===== src/pvga_pkg.sv =====
// shared types, command codes and color helpers of the planar palette scanout unit
package pvga_pkg;

    localparam int QDEPTH = 4;
    localparam int QAW    = 2;

    localparam logic [2:0] CMD_WRITE   = 3'd0;
    localparam logic [2:0] CMD_BEGIN   = 3'd1;
    localparam logic [2:0] CMD_ENTRY18 = 3'd2;
    localparam logic [2:0] CMD_ENTRY15 = 3'd3;
    localparam logic [2:0] CMD_PIXEL   = 3'd4;

    localparam logic [8:0] PTR_IDLE = 9'd256;

    typedef enum logic [2:0] {
        OP_WRITE,
        OP_BEGIN,
        OP_ENTRY,
        OP_PIXEL,
        OP_BLANK
    } op_t;

    // data: write byte in [7:0]; begin {count, start}; entry {r, g, b}
    typedef struct packed {
        op_t         op;
        logic [1:0]  plane;
        logic [15:0] offset;
        logic [23:0] data;
    } q_entry_t;

    function automatic logic [7:0] widen6(input logic [5:0] v);
        return {v, v[5:4]};
    endfunction

    function automatic logic [7:0] widen5(input logic [4:0] v);
        return {v, v[4:2]};
    endfunction

endpackage


===== src/pvga_fifo.sv =====
// short command queue between the front end and the back end
module pvga_fifo (
    input  logic                 aclk,
    input  logic                 aresetn,
    input  logic                 push,
    input  pvga_pkg::q_entry_t   push_entry,
    output logic                 not_full,
    input  logic                 pop,
    output logic                 not_empty,
    output pvga_pkg::q_entry_t   head
);
    import pvga_pkg::*;

    q_entry_t         slot_reg [QDEPTH];
    logic [QAW-1:0]   wr_ptr_reg, wr_ptr_next;
    logic [QAW-1:0]   rd_ptr_reg, rd_ptr_next;
    logic [QAW:0]     count_reg, count_next;
    logic             do_push, do_pop;

    assign not_full  = count_reg != (QAW + 1)'(QDEPTH);
    assign not_empty = count_reg != '0;
    assign do_push   = push && not_full;
    assign do_pop    = pop && not_empty;
    assign head      = slot_reg[rd_ptr_reg];

    always_comb begin
        wr_ptr_next = do_push ? wr_ptr_reg + 1'b1 : wr_ptr_reg;
        rd_ptr_next = do_pop ? rd_ptr_reg + 1'b1 : rd_ptr_reg;
        count_next  = count_reg;
        if (do_push && !do_pop) begin
            count_next = count_reg + 1'b1;
        end else if (do_pop && !do_push) begin
            count_next = count_reg - 1'b1;
        end
    end

    always_ff @(posedge aclk) begin
        if (!aresetn) begin
            wr_ptr_reg <= '0;
            rd_ptr_reg <= '0;
            count_reg  <= '0;
        end else begin
            wr_ptr_reg <= wr_ptr_next;
            rd_ptr_reg <= rd_ptr_next;
            count_reg  <= count_next;
        end
    end

    always_ff @(posedge aclk) begin
        if (do_push) begin
            slot_reg[wr_ptr_reg] <= push_entry;
        end
    end

endmodule


===== config.mk =====
export PLATFORM = sky130hd
export DESIGN_NAME = pvga_fifo
export DESIGN_NICKNAME = d
export VERILOG_FILES = /design/src/pvga_pkg.sv /design/src/pvga_fifo.sv
export SDC_FILE = /design/constraint.sdc
export NUM_CORES = 1
export LEC_CHECK = 0
export BUFFER_PORTS_ARGS = -buffer_cell sky130_fd_sc_hd__buf_2
export CAP_MARGIN = 20
export CORE_ASPECT_RATIO = 1.1
export CORE_MARGIN = 2
export CORE_UTILIZATION = 57
export CTS_CLUSTER_DIAMETER = 30
export DETAILED_ROUTE_END_ITERATION = 6
export GPL_TIMING_DRIVEN = 1
export PLACE_DENSITY = 0.87
export SYNTH_ARGS = -nofsm -noshare
export SYNTH_HDL_FRONTEND = slang
export SYNTH_SLANG_ARGS = --single-unit

===== constraint.sdc =====
create_clock -name aclk -period 3.1 [get_ports aclk]
set_input_delay 0 -clock aclk [delete_from_list [all_inputs] [get_ports aclk]]
set_output_delay 0 -clock aclk [all_outputs]
set_load 0.02 [all_outputs]

==> results.env <==
STATUS='finished clean'
FLOORPLAN.ROWS=42
CTS_INSERTED_BUFFERS=17
ROUTED_WL_MICRONS=13900
CTS_SINKS=189
CTS_MAX_PATH_BUFFERS=2
POST-ROUTE-DRC-COUNT=0
SYNTH-ASYNC-RESET-RATIO_PCT=0
GRT_FIRST_PASS_WIRELENGTH_MICRONS=20600
LAYOUT.CELLS.NON_FILLER=611
CP_TOP_FAMILY='adder cells'
MAX_STAGE_DELAY_NS=0.51
WORST_MIN_DELAY_PATH_CATEGORY='input pin to flip-flop'
MAX-CAP-VIOLATIONS=0
LARGEST_REG_FLOPS=180
DIE_Y_MICRONS=121
POSTSYNTHREGISTERBITS=189
POSTROUTEANTENNANETS=0
WORST-SETUP-PATH-TYPE='flip-flop to flip-flop'
NUMBER_OF_GLOBAL_ROUTE_VIAS_BEFORE_REPAIR=3711
TIMING.CLOCK.SKEW_NS=0.0108
DIEWIDTH_MICRONS=110
CRITICAL_PATH_ARRIVAL_NS=2.72
POST_SYNTH_INSTANCE_AREA_SQ_UM=7050
NUMBER_OF_NETS_IN_THE_LAYOUT=498
CTS.HTREE.LEVELS=4
FP.COREAREA_SQ_UM=12000
CLK_ROOT_BUFFER_CELL='clkbuf_16'
FINALHOLDVIOLCOUNT=0
CLKLATENCYLATEPIN_NS=0.42
NET_SWITCHING_POWER_W=0.00204
ANTENNA_FOUND_INITIAL=1
POST-DP-HPWL_MICRONS=7670
CP.BUFFERS_INVERTERS=1
SYNTH_ENABLE_FLOP_CELLS=180
NETLIST.TOP_CELL.BY_AREA='edfxtp_1'
PORT_BUFFERS=95
SETUP_TOTAL_NEGATIVE_SLACK_NS=0
PIN_COUNT_OF_THE_BIGGEST_NET_ENTERING_GLOBAL_ROUTING=46
MAX_CLOCK_FREQ_MHz=422
UNREPAIRED_SETUP_ENDPOINTS_AFTER_GLOBAL_ROUTING='no'
CTS_SETUP_BUFFERS=0
LAYOUT_COMMON_CELLS='edfxtp_1, buf_2, dlygate4sd3_1, mux4_2, clkbuf_16'
SYNTH.DISTINCT_CELLS=25
SYNTH_TOP_CELL_AREA_SHARE_PCT=76.7
POST_CTS_RESIZED=0
YS_TOP_CELLS_BY_AREA='edfxtp_1, mux4_2, dfxtp_1, mux4_1, buf_12'
FINALINSTANCEAREA_SQ_UM=8760
FIRST_PASS_ITERS=4
SYNTH.YOSYS.SEQ_AREA_SHARE_PCT=79.2
FF2FF_PATH_DEPTH=8
DR_TOTAL_VIAS=3512
SLEW_VIOLATIONS=0
SYNTH_TOP_FLOP_CELL='edfxtp_1'
END_KIND='flip-flop'
POST_SYNTH.CELL_AREA_AVG_SQ_UM=24.9
STATIC-LEAKAGE-POWER_nW=3.04
INITIAL_CORE_UTIL_PCT=58.6
AVGVIACOUNTPERCELL=5.75
PERIOD_MINUS_SLACK_NS=2.37
PLACEMENT.CELL_AREA_SQ_UM=7690
MOSTFREQUENTLAYOUTCELL='edfxtp_1'
HOLD-WORST-SLACK_NS=0.0143
COUNT_OF_MAPPED_CELLS_OUT_OF_SYNTHESIS=283
P_COMB_SHARE_PCT=23.4
CP_SLOWEST_CELL='dfxtp_1'
INTPOWER_W=0.00516
TIMING.CRITICAL_PATH.FROM_TYPE='flip-flop'
DP.CELLS=532
SYNTHESIS.NETS=338
ROUTE.DETAILED.WL_PER_INST_MICRONS=22.7
IO-PIN-COUNT=96
POWER_DENSITY_nW_PER_UM2=823
WP_DATA_REQUIRED_NS=3.45
GRT.TOTAL_USAGE_PCT=22.3
SLEW_HEADROOM_PCT=41.7
PLACER_CONGESTION=0.781
VDD_IR_DROP_MAX_mV=0.501
AREA_GROWTH_SYN_TO_FIN_PCT=24.2
INSTANCE_COUNT_ALONG_THE_MOST_CRITICAL_HOLD_PATH=4
GRT_REMAINING_OVERFLOW=0
WORSTSETUPPATHDEPTH=8
SW_FRAC_OF_TOTAL_PCT=28.4
DETAILEDROUTE.FIRSTITERATIONVIOLATIONS=223
POWER.SHARE.CLOCK_PCT=29.6
FRACTION_OF_LAYOUT_INSTANCES_USING_A_DRIVE_STRENGTH_ABOVE_1_PCT=40.6
FINAL.PERIOD_UTILIZATION_PCT=76.5
POWER.SEQUENTIAL.FRACTION_PCT=47.0
DIE_AREA_SQ_UM=13300
MAX_SLEW.WORST_PIN.SLEW_NS=0.874
CRITICAL_PATH_PEAK_FANOUT=7
CTSHOLDBUFFERS=46
CLKTRANSATPATHREGS_NS=0.07
REPORT.FINAL.SETUP_VIOL=0
CTS_TREE='done'
YS_WARN_COUNT=0
CRIT_PATH_CELL_TRACE='nor2_1, a21boi_2, ha_1, inv_1, fa_1, xor2_1, or3_1, a21boi_0'
## stage by stage
stage / setup slack, ns / utilization [%] / total power, W
after global routing: 0.550 / 72.8 / 0.00746
final: 0.728 / 72.8 / 0.00721
after detailed placement: 0.740 / 63.9 / 0.00507
after global placement: 0.874 / 63.9 / 0.00501
after CTS: 0.720 / 72.7 / 0.00725
after floorplan: 0.714 / - / 0.00461
## power groups by stage
stage          logic (W)  registers [W]  clock network (W)
4_1_cts          0.00169        0.00340            0.00217
2_1_floorplan    0.00138        0.00323                  0
5_1_grt          0.00178        0.00344            0.00225
6_report         0.00168        0.00339            0.00214
3_5_place_dp     0.00162        0.00344                  0
3_3_place_gp     0.00159        0.00342                  0
## tightest hold or removal path: cells and delay by family
kind / cells / cell delay, ns
xor gates and xnor gates: 1 / 0.06
and+or+nand+nor: 1 / 0.14
AOI/OAI and AO/OA: 1 / 0.06
buffers and inverters: 1 / 0.13
## routing by layer
metal | share of wire (%) | track usage (%) | vias to the layer above
met2 | 54 | 37.2 | 160
li1 | - | - | 1515
met5 | 0 | 0 | -
met1 | 37 | 27.9 | 1816
met3 | 7.4 | 5.82 | 21
met4 | 2.0 | 9.18 | 0
## cell usage after synthesis, drive strengths merged (2+ instances only)
master,instances
ha,5
mux4,45
or3,2
xnor2,3
inv,3
buf,9
a21boi,2
and2,8
mux2i,3
nand2,5
dfxtp,9
clkbuf,2
edfxtp,180
## cells by family after synthesis
| kind of cell | count (synthesis) | synth area share [%] |
|---|---|---|
| flops | 189 | 79.2 |
| mux | 48 | 15.1 |
| simple gates | 17 | 1.30 |
| buf+inv | 14 | 1.86 |
| fa+ha+maj | 6 | 1.17 |
| compound gates | 5 | 0.870 |
| xor+xnor | 4 | 0.497 |
## path summary, 6_finish.rpt
| kind | end | from | slack (ns) |
|---|---|---|---|
| setup / recovery | count_reg[2] | count_reg[0] | 0.73 |
| hold / removal | flip-flop | pop | 0.01 |
| setup reg to reg | count_reg[2] | count_reg[0] | 0.73 |
| hold reg to reg | wr_ptr_reg[0] | wr_ptr_reg[0] | 0.51 |
## area by class of cell
type                    instances  area (sq um)
diodes                          1          2.50
clock buffers                  25           561
clock inverters                 7          43.8
fillers                       665          3280
inverters                       3          11.3
multi-input cells              80          1340
flip-flops and latches        189          5590
well taps                     154           193
repair buffers                152          1020
No activity file was read; power rests on OpenSTA's default activity.
