**config.mk**
```make
export PLATFORM = sky130hd
export DESIGN_NAME = pvga_front
export DESIGN_NICKNAME = d
export VERILOG_FILES = /design/src/pvga_pkg.sv /design/src/pvga_front.sv
export SDC_FILE = /design/constraint.sdc
export NUM_CORES = 1
export LEC_CHECK = 0
export ABC_AREA = 1
export BUFFER_PORTS_ARGS = -buffer_cell sky130_fd_sc_hd__buf_2
export CAP_MARGIN = 20
export CORE_ASPECT_RATIO = 0.8
export CORE_MARGIN = 4
export CORE_UTILIZATION = 45
export CTS_CLUSTER_SIZE = 8
export DETAILED_ROUTE_END_ITERATION = 8
export GPL_TIMING_DRIVEN = 0
export PLACE_DENSITY = 0.81
export RECOVER_POWER = 50
export SYNTH_ARGS = -nofsm -noshare
export SYNTH_HDL_FRONTEND = slang
export SYNTH_SLANG_ARGS = --single-unit
```
**constraint.sdc**
```tcl
create_clock -name aclk -period 5.9 [get_ports aclk]
set_clock_uncertainty 0.1 [all_clocks]
set_input_delay 1.18 -clock aclk [delete_from_list [all_inputs] [get_ports aclk]]
set_output_delay 1.18 -clock aclk [all_outputs]
set_load 0.02 [all_outputs]
```
**src/pvga_pkg.sv**
```systemverilog
// shared types, command codes and color helpers of the planar palette scanout unit
package pvga_pkg;

    localparam int QDEPTH = 4;
    localparam int QAW    = 2;

    localparam logic [2:0] CMD_WRITE   = 3'd0;
    localparam logic [2:0] CMD_BEGIN   = 3'd1;
    localparam logic [2:0] CMD_ENTRY18 = 3'd2;
    localparam logic [2:0] CMD_ENTRY15 = 3'd3;
    localparam logic [2:0] CMD_PIXEL   = 3'd4;

    localparam logic [8:0] PTR_IDLE = 9'd256;

    typedef enum logic [2:0] {
        OP_WRITE,
        OP_BEGIN,
        OP_ENTRY,
        OP_PIXEL,
        OP_BLANK
    } op_t;

    // data: write byte in [7:0]; begin {count, start}; entry {r, g, b}
    typedef struct packed {
        op_t         op;
        logic [1:0]  plane;
        logic [15:0] offset;
        logic [23:0] data;
    } q_entry_t;

    function automatic logic [7:0] widen6(input logic [5:0] v);
        return {v, v[5:4]};
    endfunction

    function automatic logic [7:0] widen5(input logic [4:0] v);
        return {v, v[4:2]};
    endfunction

endpackage

```
**src/pvga_front.sv**
```systemverilog
// front end: accepts transactions, classifies them and forms plane addresses
module pvga_front #(
    parameter int PLANE_BYTES   = 65536,
    parameter int LINE_STRIDE   = 160,
    parameter int SCREEN_WIDTH  = 640,
    parameter int SCREEN_HEIGHT = 400
) (
    input  logic                 aclk,
    input  logic                 aresetn,
    input  logic                 s_tvalid,
    output logic                 s_tready,
    input  logic [103:0]         s_tdata,
    input  logic [2:0]           s_tuser,
    output logic                 q_push,
    output pvga_pkg::q_entry_t   q_entry,
    input  logic                 q_ready
);
    import pvga_pkg::*;

    localparam logic [18:0] PB1 = 19'(PLANE_BYTES);
    localparam logic [18:0] PB2 = 19'(2 * PLANE_BYTES);
    localparam logic [18:0] PB4 = 19'(4 * PLANE_BYTES);

    logic [1:0]  f_plane;
    logic [15:0] f_offset;
    logic [7:0]  f_byte;
    logic [7:0]  f_start;
    logic [15:0] f_count;
    logic [17:0] f_color18;
    logic [15:0] f_packed15;
    logic [9:0]  f_x;
    logic [8:0]  f_y;

    logic        st_valid_reg, st_valid_next;
    op_t         st_op_reg, cls_op;
    logic [1:0]  st_plane_reg, cls_plane;
    logic [16:0] st_off_reg, cls_off;
    logic [23:0] st_data_reg, cls_data;
    logic        cls_keep;
    logic        take;
    logic [18:0] r_a, r_b, r_c;

    assign f_plane    = s_tdata[1:0];
    assign f_offset   = s_tdata[17:2];
    assign f_byte     = s_tdata[25:18];
    assign f_start    = s_tdata[33:26];
    assign f_count    = s_tdata[49:34];
    assign f_color18  = s_tdata[67:50];
    assign f_packed15 = s_tdata[83:68];
    assign f_x        = s_tdata[93:84];
    assign f_y        = s_tdata[102:94];

    always_comb begin
        cls_keep  = 1'b1;
        cls_op    = OP_WRITE;
        cls_plane = f_plane;
        cls_off   = {1'b0, f_offset};
        cls_data  = {16'd0, f_byte};
        unique case (s_tuser)
            CMD_WRITE: begin
                cls_op = OP_WRITE;
            end
            CMD_BEGIN: begin
                cls_op   = OP_BEGIN;
                cls_data = {f_count, f_start};
            end
            CMD_ENTRY18: begin
                cls_op   = OP_ENTRY;
                cls_data = {widen6(f_color18[17:12]), widen6(f_color18[11:6]),
                            widen6(f_color18[5:0])};
            end
            CMD_ENTRY15: begin
                cls_op   = OP_ENTRY;
                cls_data = {widen5(f_packed15[14:10]), widen5(f_packed15[9:5]),
                            widen5(f_packed15[4:0])};
            end
            CMD_PIXEL: begin
                cls_plane = f_x[1:0];
                cls_off   = 17'(17'(f_y) * 17'(LINE_STRIDE)) + 17'(f_x[9:2]);
                if ((32'(f_x) < 32'(SCREEN_WIDTH)) && (32'(f_y) < 32'(SCREEN_HEIGHT))) begin
                    cls_op = OP_PIXEL;
                end else begin
                    cls_op = OP_BLANK;
                end
            end
            default: begin
                cls_keep = 1'b0;
            end
        endcase
    end

    // wrap the offset into the plane
    always_comb begin
        r_a = {2'b00, st_off_reg};
        if (r_a >= PB4) begin
            r_a = r_a - PB4;
        end
        r_b = r_a;
        if (r_b >= PB2) begin
            r_b = r_b - PB2;
        end
        r_c = r_b;
        if (r_c >= PB1) begin
            r_c = r_c - PB1;
        end
    end

    assign q_push         = st_valid_reg && q_ready;
    assign q_entry.op     = st_op_reg;
    assign q_entry.plane  = st_plane_reg;
    assign q_entry.offset = r_c[15:0];
    assign q_entry.data   = st_data_reg;

    assign s_tready = !st_valid_reg || q_ready;
    assign take     = s_tvalid && s_tready;

    always_comb begin
        st_valid_next = st_valid_reg;
        if (take) begin
            st_valid_next = cls_keep;
        end else if (q_push) begin
            st_valid_next = 1'b0;
        end
    end

    always_ff @(posedge aclk) begin
        if (!aresetn) begin
            st_valid_reg <= 1'b0;
        end else begin
            st_valid_reg <= st_valid_next;
        end
    end

    always_ff @(posedge aclk) begin
        if (take) begin
            st_op_reg    <= cls_op;
            st_plane_reg <= cls_plane;
            st_off_reg   <= cls_off;
            st_data_reg  <= cls_data;
        end
    end

endmodule

```
==> impl_metrics.csv, run 1 <==
group,metric,value,unit
worst_setup_path,chain_of_cells_forming_the_critical_path,"clkbuf_1 > inv_1 > a21boi_0 > o21ai_0 > a21boi_1",
yosys,post_synth_xor_area_fraction,0.00612,
clock_tree,cts.hold.buffers_added,0,
floorplan,initial_core_util,0.474,
drt,wl_per_cell,14.6,um
clock_tree,post_cts_resize_count,0,
clock_tree,clk_latency,0.29,ns
timing,maxClockFrequency,262,MHz
floorplan,die_width,97.2,um
placed_design,dp_hpwl,6.82,mm
clock_tree,clkSinkCount,46,
floorplan,die_height,79.4,um
worst_setup_path,critPathSlowestCell,"sky130_fd_sc_hd__a21boi_0",
drt,routed_wirelength,8.45,mm
drt,drt.antenna.violating_nets,0,
grt,antenna_found_initial,0,
placed_design,place.gp.congestion,0.904,
floorplan,ios,158,
final_layout,design.final.nets,626,
yosys,post_synth_inst_count,333,
worst_setup_path,critical_path_class,"input port to flip-flop",
final_layout,flip_flop_count_of_the_largest_register_all_copies_and_words_added,24,
timing,finalHoldViolCount,0,
yosys,mappedNetlistArea,2860,um^2
clock_tree,clock_tree_from_tritoncts,"yes",
job,cap_violations,1,
final_layout,antenna_cells_inserted,0,
timing,final_max_slew_viol_count,16,
floorplan,floorplan.core_area,6040,um^2
final_layout,syn_to_final_growth,31.4,%
yosys,mean_area_per_synthesized_cell,8.60,um^2
grt,global_route.overflow_total,0,
yosys,ys_ff_latch,46,
drt,number_of_remaining_drc_errors,0,
clock_tree,clk_pin_slew_worst_paths,0.09,ns
drt,detailedRoute.firstIterationViolations,143,
timing,worst_slew_pin_slew,2.72,ns
pwr,leakage,1.86,nW
timing,maxSlewHeadroom,-0.829,
worst_setup_path,crit_path_start_kind,"input port",
clock_tree,ctsHtreeMaxLevel,2,
drt,routed-via-count,2937,
clock_tree,cts_max_path_buffers,2,
drt,via_per_inst,5.08,
min_path,hold_path.class,"flip-flop to flip-flop",
status,failed_checks,"capacitance limit, slew limit",
clock_tree,post-cts-setup-buffers,0,
yosys,synth_fp_nets,463,
pwr,p_total,0.812,mW
timing,unrepaired_setup_endpoints_after_global_routing,"false",
floorplan,rows,25,
final_layout,share_of_layout_cells_above_drive_strength_1,0.264,
worst_setup_path,critical_path.max_fanout,16,
yosys,dominant_combinational_cell_family_by_area_after_synthesis,"simple AND/OR/NAND/NOR gates",
worst_setup_path,critPathCaptureType,"flip-flop",
drt,drt_pass1_iterations,5,
timing,timing.final.crit_period,3.82,ns
status,status,"finished, violations left",
clock_tree,numCtsBuffers,5,
pwr,max-vdd-ir-drop,0.133,mV
clock_tree,clockRootBuffer,"sky130_fd_sc_hd__clkbuf_8",
yosys,synthesized_area_fraction_occupied_by_ao_oa_aoi_and_oai_cells,0.0559,
timing,final_critical_path_setup_slack,2.08,ns
timing,final.period_utilization,0.648,
grt,globalRouteTotalUtil,0.209,
worst_setup_path,timing.critical_path.slowest_cell_delay,2.00,ns
worst_setup_path,worst_ep_arrival_time,3.95,ns
pwr,power.density,216,nW/um^2
timing,report.final.setup_viol,0,
yosys,netlist-cell-type-count,30,
yosys,area_share_of_fa_ha_maj_cells_after_synthesis,0.0882,
worst_setup_path,crit_required,6.03,ns
placed_design,portBuffers,155,
yosys,synthSimpleGateAreaFrac,0.313,
yosys,synth.yosys.seq_area_share,0.479,
yosys,synth.area.mux_share,0,
floorplan,dieArea,7710,um^2
grt,grt_pass1_wl,12.9,mm
placed_design,preCtsSetupSlack,2.30,ns
grt,largest_net_degree_at_the_start_of_global_routing,32,
grt,first_global_vias,2761,
yosys,yosysWarningCount,0,
-- cells by family (layout without fill, tap and decap cells) --
group / Yosys count / count (layout)
AO/OA/AOI/OAI: 26 / 26
adder cells (fa/ha/maj): 19 / 19
XOR/XNOR: 2 / 2
AND/OR/NAND/NOR: 205 / 205
flip-flops: 46 / 46
buffers and inverters: 35 / 199
-- per-layer routing --
metal / global-route usage / wire, um / up-vias / part of all wire
met2: 0.367 / 4060 / 155 / 0.48
met3: 0.0457 / 749 / 11 / 0.089
li1: - / - / 1444 / -
met1: 0.259 / 3500 / 1327 / 0.41
met5: 0 / 0 / - / 0
met4: 0.0631 / 137 / 0 / 0.016
-- cell usage in the layout, fill, tap and decap left out, types with 3 or more instances in the layout --
cell type / instances
sky130_fd_sc_hd__clkbuf_1: 51
sky130_fd_sc_hd__buf_6: 3
sky130_fd_sc_hd__nand3_1: 30
sky130_fd_sc_hd__nand2_1: 142
sky130_fd_sc_hd__o21ai_0: 5
sky130_fd_sc_hd__clkbuf_8: 5
sky130_fd_sc_hd__ha_1: 17
sky130_fd_sc_hd__edfxtp_1: 45
sky130_fd_sc_hd__inv_1: 26
sky130_fd_sc_hd__nor2_1: 13
sky130_fd_sc_hd__nor3_1: 3
sky130_fd_sc_hd__nand4_1: 10
sky130_fd_sc_hd__a21oi_1: 5
sky130_fd_sc_hd__o21ai_1: 5
sky130_fd_sc_hd__buf_2: 107
-- power breakdown --
part | internal [mW] | switching (mW) | total (mW)
clock network | 0.0838 | 0.108 | 0.191
registers | 0.389 | 0.00648 | 0.396
logic | 0.0824 | 0.142 | 0.225
total | 0.556 | 0.257 | 0.812
-- synthesized netlist by cell type --
cell                       count  area (um^2)
sky130_fd_sc_hd__a21boi_0      1         7.51
sky130_fd_sc_hd__a21boi_1      1         7.51
sky130_fd_sc_hd__a21o_1        2         15.0
sky130_fd_sc_hd__a21oi_1       5         25.0
sky130_fd_sc_hd__a31oi_1       2         12.5
sky130_fd_sc_hd__a32oi_1       2         17.5
sky130_fd_sc_hd__buf_2         2         10.0
sky130_fd_sc_hd__buf_4         2         15.0
sky130_fd_sc_hd__buf_6         3         33.8
sky130_fd_sc_hd__dfxtp_1       1         20.0
sky130_fd_sc_hd__edfxtp_1     45         1350
sky130_fd_sc_hd__fa_1          2         40.0
sky130_fd_sc_hd__ha_1         17          213
sky130_fd_sc_hd__inv_1        26         97.6
sky130_fd_sc_hd__inv_2         1         3.75
sky130_fd_sc_hd__inv_4         1         6.26
sky130_fd_sc_hd__nand2_1     142          533
sky130_fd_sc_hd__nand2_2       2         12.5
sky130_fd_sc_hd__nand3_1      30          150
sky130_fd_sc_hd__nand4_1      10         62.6
sky130_fd_sc_hd__nor2_1       13         48.8
sky130_fd_sc_hd__nor2_2        2         12.5
sky130_fd_sc_hd__nor3_1        1         5.00
sky130_fd_sc_hd__nor3_4        4         65.1
sky130_fd_sc_hd__o21a_1        1         7.51
sky130_fd_sc_hd__o21ai_0       4         20.0
sky130_fd_sc_hd__o21ai_1       6         30.0
sky130_fd_sc_hd__o21ai_2       2         17.5
sky130_fd_sc_hd__or2_2         1         6.26
sky130_fd_sc_hd__xor2_1        2         17.5
-- metrics by stage --
stage / cells / hold WS (ns) / setup TNS (ns) / util / instance area [um^2]
floorplan: 333 / 0.516 / 0 / - / 2860
global placement: 569 / 0.385 / -34.95 / 0.620 / 3740
detailed placement: 570 / 0.437 / 0 / 0.625 / 3770
CTS: 578 / 0.451 / 0 / 0.639 / 3860
global route: 578 / 0.449 / 0 / 0.623 / 3760
finish: 578 / 0.404 / 0 / 0.623 / 3760
-- critical path: cells and delay by family --
family	cells	cell delay (ns)
AOI/OAI and AO/OA	3	2.63
buffers and inverters	2	0.14
-- cell type report --
class / count / area [um^2]
multi-input cells: 252 / 1300
well taps: 81 / 101
plain buffers: 7 / 56.3
repair buffers: 156 / 736
flip-flops and latches: 46 / 1370
fillers: 542 / 2270
clock inverters: 2 / 13.8
clock buffers: 6 / 72.6
inverters: 28 / 108
-- final timing paths --
kind                                      to          from  cells after the start  slack (ns)
worst max register to register  st_valid_reg  st_valid_reg                      3        2.75
worst min register to register  st_valid_reg  st_valid_reg                      2        0.40
worst max-delay path            st_valid_reg       q_ready                      5        2.08
worst min-delay path            st_valid_reg  st_valid_reg                      2        0.40
No activity file was read; power rests on OpenSTA's default activity.
==> run 2: changes to the inputs <==
Settings changed: CORE_UTILIZATION 45 to 41, PLACE_DENSITY 0.81 to 0.78.
Clock period 5.9 ns to 3.3 ns, I/O delays scaled along.
==> impl_metrics.csv, run 2 (synthesized netlist as in run 1, its figures left out) <==
group,metric,value,unit
status,status,"finished, violations left",
status,failed_checks,"capacitance limit, slew limit",
pwr,power.net_switching,0.458,mW
worst_setup_path,crit_required,3.25,ns
pwr,internal_power_of_the_cells,0.993,mW
pwr,power_frac_clock,0.235,
final_layout,share_of_layout_cells_above_drive_strength_1,0.270,
pwr,power.density,385,nW/um^2
clock_tree,post_cts_resize_count,0,
timing,final_max_slew_viol_count,17,
grt,grt_pass1_wl,12.6,mm
clock_tree,clk_pin_slew_worst_paths,0.08,ns
worst_setup_path,critical_path.max_fanout,4,
worst_setup_path,crit_path_start_kind,"input port",
worst_setup_path,chain_of_cells_forming_the_critical_path,"buf_2 > ha_1 > ha_1 > fa_1 > nand2_1 > inv_1 > nand4_1 > nand2_1 > inv_1 > nor2_1 > nand4_1 > nand3_1 > nand2_1",
floorplan,rows,26,
worst_setup_path,critical-path-top-cell-by-count,"sky130_fd_sc_hd__nand2_1",
grt,globalRouteTotalUtil,0.192,
grt,first_global_vias,2696,
drt,routed_wirelength,8.63,mm
drt,wl_per_cell,14.9,um
final_layout,antenna_cells_inserted,0,
clock_tree,post-cts-setup-buffers,0,
worst_setup_path,critPathCaptureType,"flip-flop",
final_layout,footprint_of_the_multi_input_gates,1300,um^2
drt,drt.antenna.violating_nets,0,
final_layout,design.final.nets,626,
timing,final.period_utilization,0.864,
clock_tree,clockRootBuffer,"sky130_fd_sc_hd__clkbuf_8",
worst_setup_path,worst_ep_arrival_time,2.80,ns
clock_tree,clk_latency,0.29,ns
floorplan,ios,158,
floorplan,initial_core_util,0.436,
clock_tree,clock_tree_from_tritoncts,"yes",
worst_setup_path,worstPathBufferInverterCount,3,
placed_design,portBuffers,155,
worst_setup_path,critPathSlowestCell,"sky130_fd_sc_hd__fa_1",
drt,drt_pass1_iterations,6,
placed_design,dp_hpwl,7.10,mm
drt,number_of_remaining_drc_errors,0,
clock_tree,clkSinkCount,46,
clock_tree,ctsHtreeMaxLevel,2,
drt,via_per_inst,5.03,
pwr,switching_share,0.316,
job,cap_violations,1,
placed_design,place.gp.congestion,0.891,
final_layout,syn_to_final_growth,31.6,%
grt,global_route.overflow_total,0,
worst_setup_path,timing.critical_path.slowest_cell_delay,0.55,ns
timing,worst_slew_pin_slew,1.84,ns
final_layout,flip_flop_count_of_the_largest_register_all_copies_and_words_added,24,
grt,largest_net_degree_at_the_start_of_global_routing,31,
floorplan,floorplan.core_area,6570,um^2
floorplan,die_height,82.8,um
pwr,sequential_share_of_power,0.488,
pwr,max-vdd-ir-drop,0.236,mV
final_layout,most_used_cells_in_the_layout_excluding_fill_and_tap_cells,"sky130_fd_sc_hd__nand2_1 (142), sky130_fd_sc_hd__buf_2 (110), sky130_fd_sc_hd__clkbuf_1 (48), sky130_fd_sc_hd__edfxtp_1 (45), sky130_fd_sc_hd__nand3_1 (30)",
timing,maxSlewHeadroom,-0.228,
clock_tree,cts_max_path_buffers,2,
drt,routed-via-count,2922,
timing,whs,0.418,ns
pwr,p_total,1.45,mW
drt,detailedRoute.firstIterationViolations,127,
final_layout,fillCellCount,650,
timing,maxClockFrequency,351,MHz
pwr,leakage,1.87,nW
pwr,comb_power_share,0.277,
min_path,hold_path.class,"flip-flop to flip-flop",
floorplan,die_width,101,um
timing,finalHoldViolCount,0,
timing,report.final.setup_viol,0,
floorplan,dieArea,8400,um^2
worst_setup_path,path_delay_family,"adder cells",
clock_tree,numCtsBuffers,5,
worst_setup_path,critical_path_class,"input port to flip-flop",
grt,antenna_found_initial,0,
timing,unrepaired_setup_endpoints_after_global_routing,"false",
final_layout,area.sequential,1370,um^2
timing,timing.final.crit_period,2.85,ns
final_layout,mostFrequentLayoutCell,"sky130_fd_sc_hd__nand2_1",
clock_tree,cts.hold.buffers_added,0,
run 2: cell count changes in the layout (fill, tap and decap cells not counted), sizes merged:
cell and change:
buf +3, clkbuf -3
run 2: layout make-up:
cell class / instances / area share
flip-flops and latches: 46 / 0.364
multi-input cells: 252 / 0.346
repair buffers: 156 / 0.196
inverters: 28 / 0.0285
well taps: 84 / 0.0279
clock buffers: 6 / 0.0192
plain buffers: 7 / 0.0153
clock inverters: 2 / 0.00365
run 2: worst paths after layout:
kind,from,end,slack (ns),depth (start not counted)
max,s_tdata[95],st_off_reg[14],0.45,13
min,st_valid_reg,st_valid_reg,0.42,2
max reg2reg,st_valid_reg,st_off_reg[1],0.84,2
min reg2reg,st_valid_reg,st_valid_reg,0.42,2
run 2: through the flow:
stage	worst slack (ns)	area, um^2	TNS (ns)	utilization	std cells
2_1_floorplan	0.571	2870	0	-	333
3_3_place_gp	-0.0901	3750	-0.0901	0.570	572
3_5_place_dp	0.156	3780	0	0.575	573
4_1_cts	0.462	3860	0	0.588	581
5_1_grt	0.277	3770	0	0.574	581
6_report	0.449	3770	0	0.574	581
run 2: tightest hold or removal path: stages, from the launching register on:
cell	delay, ns
sky130_fd_sc_hd__dfxtp_1	0.34
sky130_fd_sc_hd__nand2_1	0.08
sky130_fd_sc_hd__a21boi_1	0.06
run 2: routing by layer:
metal  GRT usage  up-vias  routed length [um]
li1            -     1453                   -
met1       0.248     1364                3690
met2       0.329       95                4200
met3      0.0403       10                 606
met4      0.0518        0                 133
met5           0        -                   0
run 2: power by group through the flow:
stage | logic (mW) | clock network, mW | registers [mW]
floorplan | 0.193 | 0 | 0.777
global placement | 0.403 | 0 | 0.719
detailed placement | 0.419 | 0 | 0.720
CTS | 0.421 | 0.355 | 0.707
global route | 0.452 | 0.383 | 0.712
finish | 0.403 | 0.341 | 0.708
==> run 3: changes to the inputs <==
Settings changed: REMOVE_ABC_BUFFERS set to 1.
==> impl_metrics.csv, run 3 (synthesized netlist as in run 1, its figures left out) <==
group,metric,value,unit
status,status,"finished, violations left",
status,failed_checks,"capacitance limit, slew limit",
timing,final.period_utilization,0.860,
clock_tree,cts.hold.buffers_added,0,
drt,drt.antenna.violating_nets,0,
pwr,power.density,391,nW/um^2
worst_setup_path,worstPathBufferInverterCount,3,
timing,final_max_slew_viol_count,16,
placed_design,placedCellCount,566,
clock_tree,clock_tree_from_tritoncts,"yes",
worst_setup_path,crit_required,3.26,ns
final_layout,syn_to_final_growth,30.6,%
floorplan,initial_core_util,0.436,
floorplan,ios,158,
timing,finalHoldViolCount,0,
floorplan,die_height,82.8,um
placed_design,dp_hpwl,6.66,mm
worst_setup_path,critPathSlowestCell,"sky130_fd_sc_hd__fa_1",
placed_design,place.gp.congestion,0.856,
grt,largest_net_degree_at_the_start_of_global_routing,32,
worst_setup_path,worst_ep_arrival_time,2.79,ns
clock_tree,clockRootBuffer,"sky130_fd_sc_hd__clkbuf_8",
drt,wl_per_cell,14.5,um
timing,worst_slew_pin_slew,1.82,ns
final_layout,fillCellCount,622,
job,cap_violations,1,
drt,routed_wirelength,8.33,mm
drt,routed-via-count,2865,
clock_tree,clkSinkCount,46,
clock_tree,numCtsBuffers,5,
timing,maxSlewHeadroom,-0.219,
drt,number_of_remaining_drc_errors,0,
worst_setup_path,critical_path_class,"input port to flip-flop",
final_layout,design.final.nets,619,
floorplan,die_width,101,um
timing,maxClockFrequency,352,MHz
worst_setup_path,chain_of_cells_forming_the_critical_path,"buf_2 > ha_1 > ha_1 > fa_1 > nand2_1 > inv_1 > nand4_1 > nand2_1 > inv_1 > nor2_1 > nand4_1 > nand3_1 > nand2_1",
final_layout,antenna_cells_inserted,0,
timing,whs,0.420,ns
drt,drt_pass1_iterations,4,
timing,timing.final.crit_period,2.84,ns
floorplan,rows,26,
final_layout,most_used_cells_in_the_layout_excluding_fill_and_tap_cells,"sky130_fd_sc_hd__nand2_1 (142), sky130_fd_sc_hd__buf_2 (108), sky130_fd_sc_hd__clkbuf_1 (47), sky130_fd_sc_hd__edfxtp_1 (45), sky130_fd_sc_hd__nand3_1 (30)",
timing,unrepaired_setup_endpoints_after_global_routing,"false",
grt,global_route.overflow_total,0,
clock_tree,post_cts_resize_count,0,
clock_tree,ctsHtreeMaxLevel,2,
worst_setup_path,path_delay_family,"adder cells",
worst_setup_path,critPathCaptureType,"flip-flop",
min_path,hold_path.class,"flip-flop to flip-flop",
final_layout,final_core_utilization,0.569,
pwr,leakage,1.83,nW
final_layout,final_cells,574,
floorplan,floorplan.core_area,6570,um^2
grt,antenna_found_initial,0,
timing,report.final.setup_viol,0,
final_layout,flip_flop_count_of_the_largest_register_all_copies_and_words_added,24,
floorplan,dieArea,8400,um^2
clock_tree,cts_max_path_buffers,2,
pwr,max-vdd-ir-drop,0.198,mV
grt,globalRouteTotalUtil,0.184,
worst_setup_path,critical-path-top-cell-by-count,"sky130_fd_sc_hd__nand2_1",
clock_tree,post-cts-setup-buffers,0,
grt,grt_pass1_wl,12.2,mm
worst_setup_path,critical_path.max_fanout,4,
drt,via_per_inst,4.99,
clock_tree,clk_latency,0.29,ns
worst_setup_path,timing.critical_path.slowest_cell_delay,0.54,ns
worst_setup_path,crit_path_start_kind,"input port",
drt,detailedRoute.firstIterationViolations,115,
final_layout,share_of_layout_cells_above_drive_strength_1,0.265,
clock_tree,clk_pin_slew_worst_paths,0.09,ns
grt,first_global_vias,2662,
final_layout,mostFrequentLayoutCell,"sky130_fd_sc_hd__nand2_1",
placed_design,portBuffers,155,
## run 3: changes by cell type in the layout (fill, tap and decap cells not counted), moves of 2 or more
cell and change:
sky130_fd_sc_hd__nor3_1 -2, sky130_fd_sc_hd__buf_4 -2, sky130_fd_sc_hd__nor3_4 +2, sky130_fd_sc_hd__buf_6 -3
sky130_fd_sc_hd__clkinvlp_4 +2, sky130_fd_sc_hd__buf_2 -2
## run 3: final timing paths
| check | start | endpoint | slack, ns | cells after the start |
|---|---|---|---|---|
| hold / removal | st_valid_reg | st_valid_reg | 0.42 | 2 |
| setup / recovery | s_tdata[95] | st_off_reg[14] | 0.46 | 13 |
| hold reg to reg | st_valid_reg | st_valid_reg | 0.42 | 2 |
| setup reg to reg | st_valid_reg | st_off_reg[4] | 0.85 | 2 |
## run 3: power breakdown
group	internal, mW	switching (mW)	total, mW
registers	0.696	0.0120	0.708
logic	0.144	0.253	0.397
clock network	0.152	0.206	0.358
total	0.991	0.471	1.46
## run 3: metrics by stage
step / setup WS [ns] / setup TNS, ns / cell area (um^2) / power (mW)
2_1_floorplan: -1.52 / -61.67 / 2810 / 0.968
3_3_place_gp: -3.20 / -131.60 / 3690 / 1.12
3_5_place_dp: 0.180 / 0 / 3720 / 1.13
4_1_cts: 0.494 / 0 / 3810 / 1.49
5_1_grt: 0.283 / 0 / 3740 / 1.55
6_report: 0.463 / 0 / 3740 / 1.46
## run 3: worst reg2reg max path, stage by stage (launching register included)
cell                       delay (ns)
sky130_fd_sc_hd__dfxtp_1         0.34
sky130_fd_sc_hd__a21boi_1        1.39
sky130_fd_sc_hd__buf_12          0.31
## run 3: area by class of cell
cell class | instances | area (um^2) | share of cell area
flip-flops and latches | 46 | 1370 | 0.367
multi-input cells | 252 | 1330 | 0.355
repair buffers | 156 | 737 | 0.197
inverters | 28 | 108 | 0.0288
well taps | 84 | 105 | 0.0281
clock buffers | 5 | 68.8 | 0.0184
clock inverters | 3 | 23.8 | 0.00636
## run 3: routing by layer
metal,vias up,global-route usage,share of wire
li1,1440,-,-
met1,1300,0.230,0.41
met2,109,0.324,0.49
met3,16,0.0386,0.074
met4,0,0.0544,0.024
met5,-,0,0
